**config.mk**
```make
export PLATFORM = sky130hd
export DESIGN_NAME = ota_image_receiver_unit
export DESIGN_NICKNAME = d
export VERILOG_FILES = /design/src/sv/oir_pkg.sv /design/src/sv/ota_image_receiver_unit.sv /design/src/sv/oir_ram.sv /design/src/sv/oir_datapath.sv /design/src/sv/oir_ctrl.sv
export SDC_FILE = /design/constraint.sdc
export NUM_CORES = 2
export LEC_CHECK = 0
export ABC_AREA = 1
export ABC_CLOCK_PERIOD_IN_PS = 21200
export BUFFER_PORTS_ARGS = -buffer_cell sky130_fd_sc_hd__buf_2
export CAP_MARGIN = 20
export CORE_ASPECT_RATIO = 1.1
export CORE_MARGIN = 1.5
export CORE_UTILIZATION = 25
export DETAILED_ROUTE_END_ITERATION = 6
export HOLD_SLACK_MARGIN = 0.05
export SLEW_MARGIN = 10
export SYNTH_ARGS = -nofsm -noshare
export SYNTH_HDL_FRONTEND = slang
export SYNTH_SLANG_ARGS = --single-unit
```
**constraint.sdc**
```tcl
create_clock -name i_clk -period 21.2 [get_ports i_clk]
set_clock_uncertainty 0.2 [all_clocks]
set_input_delay 1.06 -clock i_clk [delete_from_list [all_inputs] [get_ports i_clk]]
set_output_delay 1.06 -clock i_clk [all_outputs]
set_load 0.02 [all_outputs]
```
**src/sv/oir_pkg.sv**
```systemverilog
// ----------------------------------------------------------------------------
// oir_pkg
// Shared types and constants of the image download receiver.
// ----------------------------------------------------------------------------
package oir_pkg;

    localparam int MaxContent = 32;
    localparam int AddrBits   = 24;
    localparam int BufDepth   = MaxContent + 1;
    localparam int BufIdxW    = $clog2(BufDepth);
    localparam int CntW       = $clog2(MaxContent + 1);

    localparam logic [1:0] REQ_START = 2'd0;
    localparam logic [1:0] REQ_DATA  = 2'd1;
    localparam logic [1:0] REQ_PKG   = 2'd2;
    localparam logic [1:0] REQ_ERASE = 2'd3;

    localparam logic [2:0] K_WRITE      = 3'd0;
    localparam logic [2:0] K_ERASE      = 3'd1;
    localparam logic [2:0] K_START_RSP  = 3'd2;
    localparam logic [2:0] K_ERASE_DONE = 3'd3;
    localparam logic [2:0] K_DATA_ACK   = 3'd4;
    localparam logic [2:0] K_PKG_ACK    = 3'd5;
    localparam logic [2:0] K_ERS_ACK    = 3'd6;
    localparam logic [2:0] K_READY      = 3'd7;

    localparam logic [1:0] ST_OK     = 2'd0;
    localparam logic [1:0] ST_RESEND = 2'd1;
    localparam logic [1:0] ST_FAIL   = 2'd2;

    localparam logic [1:0] CFG_FLAG = 2'd0;
    localparam logic [1:0] CFG_BASE = 2'd1;
    localparam logic [1:0] CFG_MAXR = 2'd2;
    localparam logic [1:0] CFG_MINF = 2'd3;

    localparam logic [7:0] KEY_PKG   = 8'h0E;
    localparam logic [7:0] KEY_ERASE = 8'h09;

    // Datapath operations requested by the controller.
    typedef enum logic [3:0] {
        OP_NONE,
        OP_FLAG,        // write of zero to the ready flag
        OP_START_FAIL,
        OP_START_OK,
        OP_ERASE,       // erase, also begins the download
        OP_ERASE_DONE,
        OP_BAD,         // bad packet ack
        OP_WRITE,       // one content write
        OP_FINISH,      // fold one pad byte
        OP_DATA_ACK,
        OP_LAST_ACK,
        OP_READY,
        OP_PKG_ACK,
        OP_ERS_ACK
    } t_op;

    typedef struct packed {
        logic       op_valid;
        t_op        op;
        logic       last;
        logic       status_fail;   // retry acks: key mismatch
        logic       clr_frame;
    } t_cmd;

    typedef struct packed {
        logic        receiving;
        logic        len_bad;
        logic        seq_bad;
        logic        chk_bad;
        logic        len_oob;
        logic        abort;        // next bad packet reaches the limit
        logic        more;
        logic        check_ok;
        logic        pad_done;
        logic        writes_done;
        logic [1:0]  req_type;
        logic        key_pkg;
        logic        key_erase;
        logic        out_busy;
    } t_sts;

endpackage

```
**src/sv/ota_image_receiver_unit.sv**
```systemverilog
// ----------------------------------------------------------------------------
// ota_image_receiver_unit
// Image download receiver: frames in, store commands and responses out.
// ----------------------------------------------------------------------------
// Bytes that do not end a frame are taken one per cycle. After a frame end the
// input is held while the sequencer decodes the frame and issues its results
// one per cycle while the output is not stalled. A data packet is handled as a
// decode step, one write per content byte, one step to leave the write loop and
// the ack. The last packet adds up to three pad steps for the file check, one
// step to leave the pad loop and, when the check holds, the ready result. A
// good start frame issues the flag write, the start response, the erase and the
// erase-done result; a bad one ends after the start response. A retry frame
// issues its ack, after an erase when a package retry restarts the download;
// a bad packet issues only its ack. The output is registered, and the
// sequencer stalls while a result waits.
module ota_image_receiver_unit (
    input  logic        i_clk,
    input  logic        i_rst_n,
    input  logic        i_cfg_we,
    input  logic [1:0]  i_cfg_index,
    input  logic [23:0] i_cfg_data,
    input  logic        i_valid,
    output logic        o_ready,
    input  logic [1:0]  i_req_type,
    input  logic [7:0]  i_byte_value,
    input  logic        i_frame_end,
    output logic        o_valid,
    input  logic        i_ready,
    output logic [2:0]  o_kind,
    output logic [23:0] o_address,
    output logic [7:0]  o_data_byte,
    output logic [23:0] o_length,
    output logic [15:0] o_seq_number,
    output logic [1:0]  o_status,
    output logic [31:0] o_image_check,
    output logic        o_last
);
    oir_pkg::t_cmd cmd;
    oir_pkg::t_sts sts;

    oir_ctrl u_ctrl (
        .i_clk(i_clk), .i_rst_n(i_rst_n), .i_valid(i_valid),
        .i_frame_end(i_frame_end), .o_ready(o_ready), .i_sts(sts), .o_cmd(cmd)
    );

    oir_datapath u_dp (
        .i_clk(i_clk), .i_rst_n(i_rst_n), .i_cfg_we(i_cfg_we),
        .i_cfg_index(i_cfg_index), .i_cfg_data(i_cfg_data),
        .i_byte_take(i_valid && o_ready), .i_req_type(i_req_type),
        .i_byte_value(i_byte_value), .i_frame_end(i_frame_end),
        .i_cmd(cmd), .o_sts(sts), .o_valid(o_valid), .i_ready(i_ready),
        .o_kind(o_kind), .o_address(o_address), .o_data_byte(o_data_byte),
        .o_length(o_length), .o_seq_number(o_seq_number), .o_status(o_status),
        .o_image_check(o_image_check), .o_last(o_last)
    );
endmodule

```
**src/sv/oir_ram.sv**
```systemverilog
// ----------------------------------------------------------------------------
// oir_ram
// Generic single-port-write, single-read RAM with registered read data.
// ----------------------------------------------------------------------------
module oir_ram #(
    parameter int Width = 8,
    parameter int Depth = 33
) (
    input  logic                     i_clk,
    input  logic                     i_we,
    input  logic [$clog2(Depth)-1:0] i_waddr,
    input  logic [Width-1:0]         i_wdata,
    input  logic [$clog2(Depth)-1:0] i_raddr,
    output logic [Width-1:0]         o_rdata
);
    logic [Width-1:0] r_mem [Depth];

    always_ff @(posedge i_clk) begin
        if (i_we) begin
            r_mem[i_waddr] <= i_wdata;
        end
        o_rdata <= r_mem[i_raddr];
    end
endmodule

```
**src/sv/oir_datapath.sv**
```systemverilog
// ----------------------------------------------------------------------------
// oir_datapath
// Frame capture, session registers, content buffer and the output register.
// ----------------------------------------------------------------------------
module oir_datapath (
    input  logic                  i_clk,
    input  logic                  i_rst_n,
    input  logic                  i_cfg_we,
    input  logic [1:0]            i_cfg_index,
    input  logic [23:0]           i_cfg_data,
    input  logic                  i_byte_take,
    input  logic [1:0]            i_req_type,
    input  logic [7:0]            i_byte_value,
    input  logic                  i_frame_end,
    input  oir_pkg::t_cmd         i_cmd,
    output oir_pkg::t_sts         o_sts,
    output logic                  o_valid,
    input  logic                  i_ready,
    output logic [2:0]            o_kind,
    output logic [23:0]           o_address,
    output logic [7:0]            o_data_byte,
    output logic [23:0]           o_length,
    output logic [15:0]           o_seq_number,
    output logic [1:0]            o_status,
    output logic [31:0]           o_image_check,
    output logic                  o_last
);
    localparam int AW = oir_pkg::AddrBits;

    logic [23:0] r_flag, r_base;
    logic [7:0]  r_maxr;
    logic [5:0]  r_minf;

    logic        r_recv;
    logic [23:0] r_img_len, r_bytes;
    logic [31:0] r_exp_chk, r_xor, r_pword;
    logic [AW-1:0] r_wptr;
    logic [15:0] r_next_seq;
    logic [7:0]  r_tally;
    logic [1:0]  r_pbytes;
    logic [15:0] r_pos;
    logic [7:0]  r_pxor, r_chk;
    logic [31:0] r_hwa, r_hwb;
    logic [1:0]  r_type;
    logic [oir_pkg::CntW-1:0] r_valid_cnt, r_widx;

    logic [7:0]  rd_byte;
    logic        buf_we;
    logic [oir_pkg::BufIdxW-1:0] buf_waddr;
    logic [15:0] pos_m7;

    assign pos_m7    = r_pos - 16'd7;
    assign buf_we    = i_byte_take && r_pos >= 16'd7
                       && pos_m7 < 16'(oir_pkg::BufDepth);
    assign buf_waddr = pos_m7[oir_pkg::BufIdxW-1:0];

    // Read address runs one ahead of the write index so data is ready.
    logic [oir_pkg::CntW-1:0] rd_idx;
    assign rd_idx = (i_cmd.op_valid && i_cmd.op == oir_pkg::OP_WRITE)
                    ? r_widx + 1'b1 : r_widx;

    oir_ram #(.Width(8), .Depth(oir_pkg::BufDepth)) u_buf (
        .i_clk   (i_clk),
        .i_we    (buf_we),
        .i_waddr (buf_waddr),
        .i_wdata (i_byte_value),
        .i_raddr (oir_pkg::BufIdxW'(rd_idx)),
        .o_rdata (rd_byte)
    );

    // Frame length as the model counts it: position of the end byte plus one.
    logic [16:0] flen;
    logic [23:0] remaining, clen24;
    logic [31:0] hdr_len;
    logic [7:0]  tally_inc;
    logic [7:0]  lo;
    assign flen      = {1'b0, r_pos} + 17'd1;
    assign hdr_len   = r_hwa;
    assign remaining = (r_bytes < r_img_len) ? r_img_len - r_bytes : 24'd0;
    assign clen24    = 24'(flen) - 24'd8;
    assign tally_inc = (r_tally == 8'hFF) ? r_tally : r_tally + 8'd1;
    assign lo        = (r_minf < 6'd8) ? 8'd8 : {2'b0, r_minf};

    logic [31:0] fold_word;
    logic [7:0]  fold_byte;
    assign fold_byte = (i_cmd.op == oir_pkg::OP_FINISH) ? 8'hFF : rd_byte;
    assign fold_word = r_pword | ({24'd0, fold_byte} << {r_pbytes, 3'b000});

    always_comb begin
        o_sts             = '0;
        o_sts.receiving   = r_recv;
        o_sts.len_bad     = hdr_len == 32'd0 || hdr_len > {8'd0, r_flag};
        o_sts.len_oob     = flen < {9'd0, lo} || flen > 17'(oir_pkg::MaxContent + 8);
        o_sts.seq_bad     = r_hwa[15:0] != r_next_seq;
        o_sts.chk_bad     = r_pxor != r_chk;
        o_sts.abort       = tally_inc >= r_maxr;
        o_sts.more        = r_hwa[23:16] != 8'd0;
        o_sts.check_ok    = r_xor == r_exp_chk;
        o_sts.pad_done    = r_pbytes == 2'd0;
        o_sts.writes_done = r_widx == r_valid_cnt;
        o_sts.req_type    = r_type;
        o_sts.key_pkg     = r_hwa[7:0] == oir_pkg::KEY_PKG;
        o_sts.key_erase   = r_hwa[7:0] == oir_pkg::KEY_ERASE;
        o_sts.out_busy    = o_valid && !i_ready;
    end

    logic clear_session;
    logic begin_dl;

    always_ff @(posedge i_clk) begin
        if (!i_rst_n) begin
            r_flag <= 24'd65280; r_base <= '0; r_maxr <= 8'd10; r_minf <= 6'd9;
            r_recv <= 1'b0; r_img_len <= '0; r_bytes <= '0; r_exp_chk <= '0;
            r_xor <= '0; r_pword <= '0; r_wptr <= '0; r_next_seq <= '0;
            r_tally <= '0; r_pbytes <= '0; r_pos <= '0; r_pxor <= '0;
            r_hwa <= '0; r_hwb <= '0; r_chk <= '0; r_type <= '0;
            r_valid_cnt <= '0; r_widx <= '0; o_valid <= 1'b0;
        end else begin
            if (i_cfg_we) begin
                case (i_cfg_index)
                    oir_pkg::CFG_FLAG: r_flag <= i_cfg_data;
                    oir_pkg::CFG_BASE: r_base <= i_cfg_data;
                    oir_pkg::CFG_MAXR: r_maxr <= i_cfg_data[7:0];
                    oir_pkg::CFG_MINF: r_minf <= i_cfg_data[5:0];
                    default: ;
                endcase
            end
            if (o_valid && i_ready) begin
                o_valid <= 1'b0;
            end
            if (i_byte_take) begin
                if (r_pos >= 16'd4 && r_pos <= 16'd7) begin
                    r_hwa <= r_hwa | ({24'd0, i_byte_value} << {r_pos[1:0], 3'b000});
                end else if (r_pos >= 16'd8 && r_pos <= 16'd11) begin
                    r_hwb <= r_hwb | ({24'd0, i_byte_value} << {r_pos[1:0], 3'b000});
                end
                if (!i_frame_end) begin
                    if (r_pos >= 16'd7) r_pxor <= r_pxor ^ i_byte_value;
                    if (r_pos != 16'hFFFF) r_pos <= r_pos + 16'd1;
                end else begin
                    r_chk  <= i_byte_value;
                    r_type <= i_req_type;
                    // Content count for a good data frame, clamped to the file.
                    if ({7'd0, clen24[16:0]} <= remaining)
                        r_valid_cnt <= oir_pkg::CntW'(clen24);
                    else
                        r_valid_cnt <= oir_pkg::CntW'(remaining);
                    r_widx <= '0;
                end
            end
            if (i_cmd.op_valid) begin
                o_valid       <= i_cmd.op != oir_pkg::OP_FINISH;
                o_kind        <= oir_pkg::K_WRITE;
                o_address     <= '0;
                o_data_byte   <= '0;
                o_length      <= '0;
                o_seq_number  <= '0;
                o_status      <= oir_pkg::ST_OK;
                o_image_check <= '0;
                o_last        <= i_cmd.last;
                case (i_cmd.op)
                    oir_pkg::OP_FLAG: o_address <= r_flag;
                    oir_pkg::OP_START_FAIL: begin
                        o_kind <= oir_pkg::K_START_RSP; o_status <= oir_pkg::ST_RESEND;
                    end
                    oir_pkg::OP_START_OK: begin
                        o_kind <= oir_pkg::K_START_RSP;
                        r_img_len <= hdr_len[23:0];
                        r_exp_chk <= r_hwb;
                    end
                    oir_pkg::OP_ERASE: begin
                        o_kind <= oir_pkg::K_ERASE; o_address <= r_base;
                        o_length <= r_img_len;
                    end
                    oir_pkg::OP_ERASE_DONE: o_kind <= oir_pkg::K_ERASE_DONE;
                    oir_pkg::OP_BAD: begin
                        o_kind <= oir_pkg::K_DATA_ACK;
                        o_seq_number <= o_sts.seq_bad ? r_hwa[15:0] : r_next_seq;
                        o_status <= o_sts.abort ? oir_pkg::ST_FAIL : oir_pkg::ST_RESEND;
                        r_tally <= tally_inc;
                    end
                    oir_pkg::OP_WRITE: begin
                        o_address   <= 24'(r_wptr + AW'(r_widx));
                        o_data_byte <= rd_byte;
                        r_widx      <= r_widx + 1'b1;
                    end
                    oir_pkg::OP_DATA_ACK, oir_pkg::OP_LAST_ACK: begin
                        o_kind <= oir_pkg::K_DATA_ACK;
                        o_seq_number <= r_hwa[15:0];
                        if (i_cmd.op == oir_pkg::OP_LAST_ACK && !o_sts.check_ok)
                            o_status <= oir_pkg::ST_FAIL;
                    end
                    oir_pkg::OP_READY: begin
                        o_kind <= oir_pkg::K_READY; o_address <= r_flag;
                        o_length <= r_img_len; o_image_check <= r_exp_chk;
                    end
                    oir_pkg::OP_PKG_ACK: begin
                        o_kind <= oir_pkg::K_PKG_ACK;
                        if (i_cmd.status_fail) o_status <= oir_pkg::ST_RESEND;
                    end
                    oir_pkg::OP_ERS_ACK: begin
                        o_kind <= oir_pkg::K_ERS_ACK;
                        if (i_cmd.status_fail) o_status <= oir_pkg::ST_RESEND;
                        else r_recv <= 1'b0;
                    end
                    default: ;
                endcase
                if (i_cmd.op == oir_pkg::OP_WRITE || i_cmd.op == oir_pkg::OP_FINISH) begin
                    if (r_pbytes == 2'd3) begin
                        r_xor <= r_xor ^ fold_word; r_pword <= '0;
                    end else begin
                        r_pword <= fold_word;
                    end
                    r_pbytes <= r_pbytes + 2'd1;
                end
                if (i_cmd.op == oir_pkg::OP_DATA_ACK
                    || i_cmd.op == oir_pkg::OP_LAST_ACK) begin
                    r_wptr     <= r_wptr + AW'(r_valid_cnt);
                    r_bytes    <= r_bytes + 24'(r_valid_cnt);
                    r_next_seq <= r_next_seq + 16'd1;
                    r_tally    <= '0;
                end
                if (begin_dl) begin
                    r_recv <= 1'b1; r_wptr <= r_base; r_next_seq <= '0;
                    r_bytes <= '0; r_tally <= '0; r_xor <= '0; r_pword <= '0;
                    r_pbytes <= '0;
                end
                if (clear_session) begin
                    r_recv <= 1'b0; r_img_len <= '0; r_exp_chk <= '0; r_wptr <= '0;
                    r_next_seq <= '0; r_bytes <= '0; r_tally <= '0; r_xor <= '0;
                    r_pword <= '0; r_pbytes <= '0;
                end
            end
            if (i_cmd.clr_frame) begin
                r_pos <= '0; r_pxor <= '0; r_hwa <= '0; r_hwb <= '0;
            end
        end
    end

    assign begin_dl = i_cmd.op == oir_pkg::OP_ERASE;
    assign clear_session = i_cmd.op == oir_pkg::OP_START_FAIL
        || (i_cmd.op == oir_pkg::OP_BAD && o_sts.abort)
        || ((i_cmd.op == oir_pkg::OP_LAST_ACK) && !o_sts.check_ok)
        || i_cmd.op == oir_pkg::OP_READY;
endmodule

```
**src/sv/oir_ctrl.sv**
```systemverilog
// ----------------------------------------------------------------------------
// oir_ctrl
// Sequencer that turns each frame end into a series of datapath operations.
// ----------------------------------------------------------------------------
module oir_ctrl (
    input  logic          i_clk,
    input  logic          i_rst_n,
    input  logic          i_valid,
    input  logic          i_frame_end,
    output logic          o_ready,
    input  oir_pkg::t_sts i_sts,
    output oir_pkg::t_cmd o_cmd
);
    typedef enum logic [10:0] {
        S_IDLE   = 11'b00000000001,
        S_DISP   = 11'b00000000010,
        S_FLAG   = 11'b00000000100,
        S_SRSP   = 11'b00000001000,
        S_ERASE  = 11'b00000010000,
        S_EDONE  = 11'b00000100000,
        S_WRITE  = 11'b00001000000,
        S_PAD    = 11'b00010000000,
        S_ACK    = 11'b00100000000,
        S_READY  = 11'b01000000000,
        S_RETRY  = 11'b10000000000
    } t_state;

    t_state r_state, n_state;
    logic   r_pkg;   // erase step came from a package retry

    assign o_ready = r_state == S_IDLE;

    always_comb begin
        n_state = r_state;
        o_cmd   = '0;
        o_cmd.op = oir_pkg::OP_NONE;
        case (r_state)
            S_IDLE: if (i_valid && i_frame_end) n_state = S_DISP;
            S_DISP: begin
                n_state = S_IDLE;
                o_cmd.clr_frame = 1'b1;
                case (i_sts.req_type)
                    oir_pkg::REQ_START: if (!i_sts.receiving) begin
                        o_cmd.clr_frame = 1'b0; n_state = S_FLAG;
                    end
                    oir_pkg::REQ_DATA:
                        if (i_sts.receiving && !i_sts.len_oob) begin
                            o_cmd.clr_frame = 1'b0;
                            n_state = (i_sts.seq_bad || i_sts.chk_bad) ? S_ACK : S_WRITE;
                        end
                    default: begin
                        o_cmd.clr_frame = 1'b0; n_state = S_RETRY;
                    end
                endcase
            end
            default: ;
        endcase
        if (!i_sts.out_busy) begin
            case (r_state)
                S_FLAG: begin
                    o_cmd.op_valid = 1'b1; o_cmd.op = oir_pkg::OP_FLAG;
                    n_state = S_SRSP;
                end
                S_SRSP: begin
                    o_cmd.op_valid = 1'b1;
                    if (i_sts.len_bad) begin
                        o_cmd.op = oir_pkg::OP_START_FAIL; o_cmd.last = 1'b1;
                        o_cmd.clr_frame = 1'b1; n_state = S_IDLE;
                    end else begin
                        o_cmd.op = oir_pkg::OP_START_OK; n_state = S_ERASE;
                    end
                end
                S_ERASE: begin
                    o_cmd.op_valid = 1'b1; o_cmd.op = oir_pkg::OP_ERASE;
                    n_state = r_pkg ? S_RETRY : S_EDONE;
                end
                S_EDONE: begin
                    o_cmd.op_valid = 1'b1; o_cmd.op = oir_pkg::OP_ERASE_DONE;
                    o_cmd.last = 1'b1; o_cmd.clr_frame = 1'b1; n_state = S_IDLE;
                end
                S_WRITE: if (i_sts.writes_done) begin
                    n_state = i_sts.more ? S_ACK : S_PAD;
                end else begin
                    o_cmd.op_valid = 1'b1; o_cmd.op = oir_pkg::OP_WRITE;
                end
                S_PAD: if (i_sts.pad_done) begin
                    n_state = S_ACK;
                end else begin
                    o_cmd.op_valid = 1'b1; o_cmd.op = oir_pkg::OP_FINISH;
                end
                S_ACK: begin
                    o_cmd.op_valid = 1'b1; o_cmd.clr_frame = 1'b1; n_state = S_IDLE;
                    o_cmd.last = 1'b1;
                    if (i_sts.seq_bad || i_sts.chk_bad) begin
                        o_cmd.op = oir_pkg::OP_BAD;
                    end else if (i_sts.more) begin
                        o_cmd.op = oir_pkg::OP_DATA_ACK;
                    end else begin
                        o_cmd.op = oir_pkg::OP_LAST_ACK;
                        if (i_sts.check_ok) begin
                            o_cmd.last = 1'b0; o_cmd.clr_frame = 1'b0;
                            n_state = S_READY;
                        end
                    end
                end
                S_READY: begin
                    o_cmd.op_valid = 1'b1; o_cmd.op = oir_pkg::OP_READY;
                    o_cmd.last = 1'b1; o_cmd.clr_frame = 1'b1; n_state = S_IDLE;
                end
                S_RETRY: begin
                    if (i_sts.req_type == oir_pkg::REQ_PKG && i_sts.key_pkg && !r_pkg) begin
                        n_state = S_ERASE;
                    end else begin
                        o_cmd.op_valid = 1'b1; o_cmd.last = 1'b1;
                        o_cmd.clr_frame = 1'b1; n_state = S_IDLE;
                        if (i_sts.req_type == oir_pkg::REQ_PKG) begin
                            o_cmd.op = oir_pkg::OP_PKG_ACK;
                            o_cmd.status_fail = !i_sts.key_pkg;
                        end else begin
                            o_cmd.op = oir_pkg::OP_ERS_ACK;
                            o_cmd.status_fail = !i_sts.key_erase;
                        end
                    end
                end
                default: ;
            endcase
        end
    end

    always_ff @(posedge i_clk) begin
        if (!i_rst_n) begin
            r_state <= S_IDLE;
            r_pkg   <= 1'b0;
        end else begin
            r_state <= n_state;
            if (r_state == S_RETRY && n_state == S_ERASE) r_pkg <= 1'b1;
            else if (n_state == S_IDLE) r_pkg <= 1'b0;
        end
    end

    a_one_hot: assert property (@(posedge i_clk) disable iff (!i_rst_n)
        $onehot(r_state)) else $error("state not one-hot");
    a_ready_idle: assert property (@(posedge i_clk) disable iff (!i_rst_n)
        o_ready |-> !o_cmd.op_valid) else $error("op issued while taking bytes");
    a_last_ends: assert property (@(posedge i_clk) disable iff (!i_rst_n)
        (o_cmd.op_valid && o_cmd.last) |=> r_state == S_IDLE)
        else $error("last result but sequence goes on");
endmodule

```
Word level (Yosys, flattened, before mapping)

Memories as Yosys holds them, arrays and structs flattened. A register that Yosys moved wholly into a read port is not among the register bits.
Index checks and enable logic that the tools add are counted.

Bits in writable memories: 264
Bits in registers: 490
Word-level logic and storage cells: 272
Input bits: 42
Output and inout bits: 112
Memories: 1

Eq/ne operators: 42
Shifts and indexed selects: 2
Add/subtract/negate cells: 12
$lt $le $gt $ge: 13
Reductions and logical operators: 66
Bitwise gates (word level): 8
Mux-type cells: 95

Memories:

| memory           | depth | width | rd ports | clocked after Yosys merged registers in | write ports | RTL line      | source |
|---|---|---|---|---|---|---|---|
| u_dp.u_buf.r_mem | 33    | 8     | 1        | 1                                       | 1           | oir_ram.sv:16 | `logic [Width-1:0] r_mem [Depth];` |

Operators with widths:

| kind                                                                                  | number |
|---|---|
| 32-bit two-way mux                                                                    | 10 |
| 24-bit two-way mux                                                                    | 9 |
| 32-bit OR                                                                             | 3 |
| 11-bit one-hot mux with 8 select lines                                                | 1 |
| 11-bit two-way mux                                                                    | 7 |
| 24-bit by 6-bit adder with 24-bit output                                              | 3 |
| 24-bit one-hot mux with 3 select lines                                                | 1 |
| 16-bit two-way mux                                                                    | 4 |
| 8-bit two-way mux                                                                     | 8 |
| 8-bit by 5-bit left shift with 32-bit output                                          | 2 |
| 5-bit one-hot mux with 9 select lines                                                 | 1 |
| 11-bit one-hot mux with 2 select lines                                                | 2 |
| 6-bit two-way mux                                                                     | 7 |
| 16-bit by 1-bit adder with 16-bit output (second input constant)                      | 2 |
| 32-bit equality test                                                                  | 1 |
| 16-bit by 3-bit greater-or-equal comparator with 1-bit output (second input constant) | 2 |
| 32-bit by 24-bit greater-than comparator with 1-bit output                            | 1 |
| 32-bit zero test                                                                      | 1 |
| 16-bit one-hot mux with 2 select lines                                                | 1 |
| 32-bit bitwise XOR                                                                    | 1 |
| 4-bit equality test (second input constant)                                           | 6 |
| 17-bit by 24-bit less-or-equal comparator with 1-bit output                           | 1 |
| 24-bit < comparator                                                                   | 1 |
| 24-bit subtractor                                                                     | 1 |
| 63 further kinds                                                                      | 162 |

Depth between registers and ports, before layout

Depth in word-level cells: 21
Depth in mapped cells: 34

Hierarchy

From an unflattened synthesis, not the netlist that was laid out.

Cells, all modules: 4,796
Area total of the unflattened synthesis: 38,663.3 sq um

By module, submodules not included:

| module                  | cells each | times used | area an instance (sq um) | seq. area each (sq um) |
|---|---|---|---|---|
| oir_datapath            | 3,627      | 1          | 26,208.9                 | 10,670.2 |
| oir_ram                 | 945        | 1          | 11,121.9                 | 8,087.8 |
| oir_ctrl                | 222        | 1          | 1,325.0                  | 240.2 |
| ota_image_receiver_unit | 2          | 1          | 7.5                      | 0.0 |

Least setup slack after synthesis

OpenSTA, ideal clock, no wires.

Kind: input to register
Start: in i_rst_n
End: reg u_dp.o_address[0], enable pin
Path slack: 11.150 ns
Stages: 4
Arrival: 9.137 ns
Path buffers: 2
Required time: 20.287 ns
Cells stage by stage: clkbuf_1 -> clkinv_1 -> clkbuf_1 -> nor3_1

Word-level cells in the longest chain between the ends: 1

RTL lines:

| what                                 | RTL line                      | source |
|---|---|---|
| start, declared                      | ota_image_receiver_unit.sv:18 | `input logic i_rst_n,` |
| 2-bit AND reduction (no source line) | -                             |  |
| end signal, assigned                 | oir_datapath.sv:162           | `oir_pkg::OP_FLAG: o_address <= r_flag;` |
| end signal, assigned                 | oir_datapath.sv:172           | `o_kind <= oir_pkg::K_ERASE; o_address <= r_base;` |
| end signal, assigned                 | oir_datapath.sv:183           | `o_address <= 24'(r_wptr + AW'(r_widx));` |
| end, declared                        | oir_datapath.sv:20            | `output logic [23:0] o_address,` |

No other way between the ends.
A chain may end at the register's enable or synchronous reset.

Worst setup path in the final report

Start: reg u_dp.r_pbytes[0]
End: reg u_dp.u_buf.o_rdata[2] (read register of u_dp.u_buf.r_mem)

Word-level cells in the longest chain between the ends: 7

RTL lines:

| what                                           | RTL line            | source |
|---|---|---|
| start, declared                                | oir_datapath.sv:40  | `logic [1:0] r_pbytes;` |
| start signal, assigned                         | oir_datapath.sv:214 | `r_pbytes <= r_pbytes + 2'd1;` |
| 2-bit zero test *                              | oir_datapath.sv:99  | `o_sts.pad_done = r_pbytes == 2'd0;` |
| 5-bit two-way mux *                            | oir_ctrl.sv:86      | `S_PAD: if (i_sts.pad_done) begin` |
| 5-bit one-hot mux with 9 select lines *        | oir_ctrl.sv:59      | `case (r_state)` |
| 8-bit two-way mux *                            | oir_ctrl.sv:58      | `if (!i_sts.out_busy) begin` |
| 4-bit by 3-bit equality test with 1-bit output | oir_datapath.sv:59  | `assign rd_idx = (i_cmd.op_valid && i_cmd.op == oir_pkg::OP_WRITE)` |
| 1-bit logical AND *                            | oir_datapath.sv:59  |  |
| 6-bit two-way mux *                            | oir_datapath.sv:60  | `? r_widx + 1'b1 : r_widx;` |
| end, declared                                  | oir_ram.sv:14       | `output logic [Width-1:0] o_rdata` |

Every way passes the cells marked *; elsewhere a longest branch is shown, timed or not.

==> results.cfg <==
[logic_synthesis]
yosys-top-cells-area = edfxtp_1 29%, dfxtp_1 20%, nand2_1 7.1%
ys_ff_latch = 762
yosysTopAreaCellShare_pct = 29.48
netlist_area_um2 = 38090
yosys_most_used_dff = dfxtp_1
ys_seq_area_share_pct = 49.87
yosysUniqueCellTypes = 62
syn_avg_cell_area_um2 = 8.303
syn_inst = 4588
synth_nets = 4739
async_flop_share_pct = 0
ys_warn_count = 0
netlist.top_cell.by_area = edfxtp_1
synth-edff-count = 374

[sta]
fin_crit_sh_pct = 30.07
finalHoldViolCount = 0
final.min_clock_period_ns = 6.376
slew-limit-headroom_pct = 29.62
setup_viol = 0
slew_viol_final = 0
fmax_mhz = 156.8
grt_setup_unrepaired = no
fin_tns_setup_ns = 0
tightest_slew_ns = 1.056

[routing]
ant_nets = 0
drt_iter0_drc = 2754
drt-wirelength-per-cell_um = 18.42
vias = 31960
vias_per_cell = 4.772
first_pass_iters = 7
drcViolationCount = 2
wl_um = 123300

[cts]
htreeDepth = 3
root_buffer = clkbuf_16
clkTransAtPathRegs_ns = 0.06
cts_resized = 0
clk_latency_ns = 0.68
numCtsBuffers = 77
clockBufferDepth = 3
hold_buffers = 0
cts.sinks = 762
cts_setup_buffers = 0
cts_tree = built

[pwr]
ir_drop_mv = 0.05414
seqPwrFrac_pct = 49.1
power_frac_comb_pct = 6.3
power.net_switching_uw = 777.3
p_clk_share_pct = 44.6
p_int_mw = 2.414
p_leak_nw = 17.05
cellPowerDensity_nw_per_um2 = 73.48
power_switching_share_pct = 24.36

[global_routing]
grt.overflow.total = 0
grtUsageTotal_pct = 15.48
grt_max_degree = 106
grt_pass1_vias = 30280
antenna_found_initial = 15
grt_pass1_wl_um = 185100

[worst_setup_path]
required_ns = 21.56
cp_cell_sequence = clkinv_1, ha_1, inv_1, nand2_1, nand3_1, o21bai_4, nor2_4, nand3_4, nand2_4, nand2_4, buf_4, nand2_1, nand3_1, nand3_1, nand3_1, nand3_1, nand3_1, nand2_1
crit_buf_inv = 3
end_kind = flop
crit_path_max_fanout = 85
r2r_slack_ns = 14.82
worstPathArrival_ns = 6.73
cpLargestDelayFamily = simple AND/OR/NAND/NOR gates
crit_path_top_delay_cell = nand2_4
critPathMaxStageDelay_ns = 0.86
worst-setup-path-type = reg2reg
critPathMostFrequentCell = nand3_1
worstSetupStartpointType = flop

[cells_and_area]
final_core_util_pct = 28.64
synthToLayoutAreaGrowth_pct = 14.00
stdcell_area_um2 = 43430
fin_nets = 4809
drive_above_1_share_pct = 8.729
layoutNonFillerInstCount = 6697

[placed_design]
dp.cells = 6551
dp_hpwl_um = 87880
placed_area_um2 = 40710
io_buffers = 153
gp_congestion = 0.9306

[die]
boundaryPins = 154
core_um2 = 151600
die_w_um = 375.2
initial_core_util_pct = 25.12
placement_rows = 150
die_h_um = 412.4
die-area_um2 = 154700

[outcome]
status = complete, but fails checks
failed_checks = DRC

[worst_hold_path]
hp-class = reg2reg

[job]
maxCapViolCount = 0
-- routing by layer --
| layer | share of wire, % | wire, um | global-route usage, % | up-vias |
|---|---|---|---|---|
| li1 | - | - | - | 15450 |
| met1 | 43 | 53000 | 19.72 | 15210 |
| met2 | 47 | 58300 | 26.19 | 1039 |
| met3 | 5.9 | 7220 | 2.227 | 248 |
| met4 | 3.8 | 4737 | 6.408 | 12 |
| met5 | 0.058 | 71 | 0 | - |
-- layout make-up --
class                           instances  area [um2]
Fill cell                           16140      108200
Sequential cell                       762       19000
Multi-Input combinational cell       3042       16010
Tap cell                             1976        2472
Inverter                              581        2186
Clock buffer                          102        2163
Timing Repair Buffer                  194        1144
Clock inverter                         39       447.9
Antenna cell                            1       2.502
-- cell usage after synthesis (all sizes together) (2+ instances only) --
cell type  count
clkbuf        92
clkinv         7
nand3        433
o211ai        20
a21oi        300
a21boi         2
xnor2         34
inv          574
a21o           6
o221ai        19
nand3b       119
o21ai        158
and2           3
nand2        733
a31oi         70
a22oi          2
or2           11
xor2          95
o22ai          8
ha           105
nor4          29
fa             4
nand4         66
o2111ai        3
o21bai         8
buf          111
a211oi        25
and3           2
o211a          2
o311ai         3
nor3          96
nor2         674
o21a           6
dfxtp        388
edfxtp       374
-- registers in the layout, summed over array words and instances (netlist names), 32 cells and up --
register            flops
u_dp.hdr_len           32
u_dp.o_image_check     32
u_dp.r_exp_chk         32
u_dp.r_hwb             32
u_dp.r_pword           32
u_dp.r_xor             32
u_dp.u_buf.r_mem      264
-- stage by stage --
step / setup slack (ns) / total power [mW] / hold slack (ns)
2_1_floorplan: 11.15 / 1.721 / 0.2193
3_3_place_gp: 14.81 / 1.794 / 0.2438
3_5_place_dp: 14.58 / 1.797 / 0.2449
4_1_cts: 14.58 / 3.216 / 0.2625
5_1_grt: 14.34 / 3.291 / 0.2802
6_report: 14.82 / 3.191 / 0.2628
-- placed cells by master, fill, tap and decap left out, types with 19 or more instances in the layout --
master | Yosys | layout
nand3b_1 | 119 | 119
buf_2 | 75 | 153
o221ai_1 | 19 | 19
nand2_1 | 717 | 714
a21oi_1 | 299 | 299
xor2_1 | 95 | 95
nand4_1 | 63 | 63
nor3_1 | 89 | 86
nor4_1 | 29 | 29
edfxtp_1 | 374 | 374
nand3_1 | 427 | 427
buf_4 | 11 | 37
dfxtp_1 | 388 | 388
clkbuf_16 | 0 | 80
ha_1 | 105 | 105
xnor2_1 | 34 | 34
inv_1 | 557 | 557
o21ai_0 | 136 | 136
a31oi_1 | 70 | 70
o211ai_1 | 20 | 20
a211oi_1 | 19 | 19
nor2_1 | 660 | 658
-- worst paths after layout --
path / startpoint / to / cells past startpoint
max: u_dp.r_pbytes[0] / u_dp.u_buf.o_rdata[2] / 18
min: u_dp.u_buf.r_mem[32][3] / u_dp.u_buf.o_rdata[3] / 2
max reg2reg: u_dp.r_pbytes[0] / u_dp.u_buf.o_rdata[2] / 18
min reg2reg: u_dp.u_buf.r_mem[32][3] / u_dp.u_buf.o_rdata[3] / 2
-- worst min-delay path, cell delays in order (launching register included) --
cell and delay, ns:
edfxtp_1 0.33, nand2_1 0.06, nand2_1 0.05
-- power groups by stage --
stage	logic, mW	clock network (mW)	registers, mW
after global routing	0.223	1.50	1.57
after detailed placement	0.199	0	1.60
after floorplan	0.128	0	1.59
after global placement	0.196	0	1.60
final	0.201	1.42	1.57
after CTS	0.199	1.45	1.57
-- cells by family after synthesis --
group / count (synthesis) / synth area share [%]
muxes: 1 / 0.02956
and+or+nand+nor: 2167 / 25.64
DFF: 762 / 49.87
AOI/OAI and AO/OA: 636 / 9.587
buffers and inverters: 784 / 8.244
xor gates and xnor gates: 129 / 2.966
adders and majority gates: 109 / 3.659
Note: power is estimated with default switching activity, not from simulation.
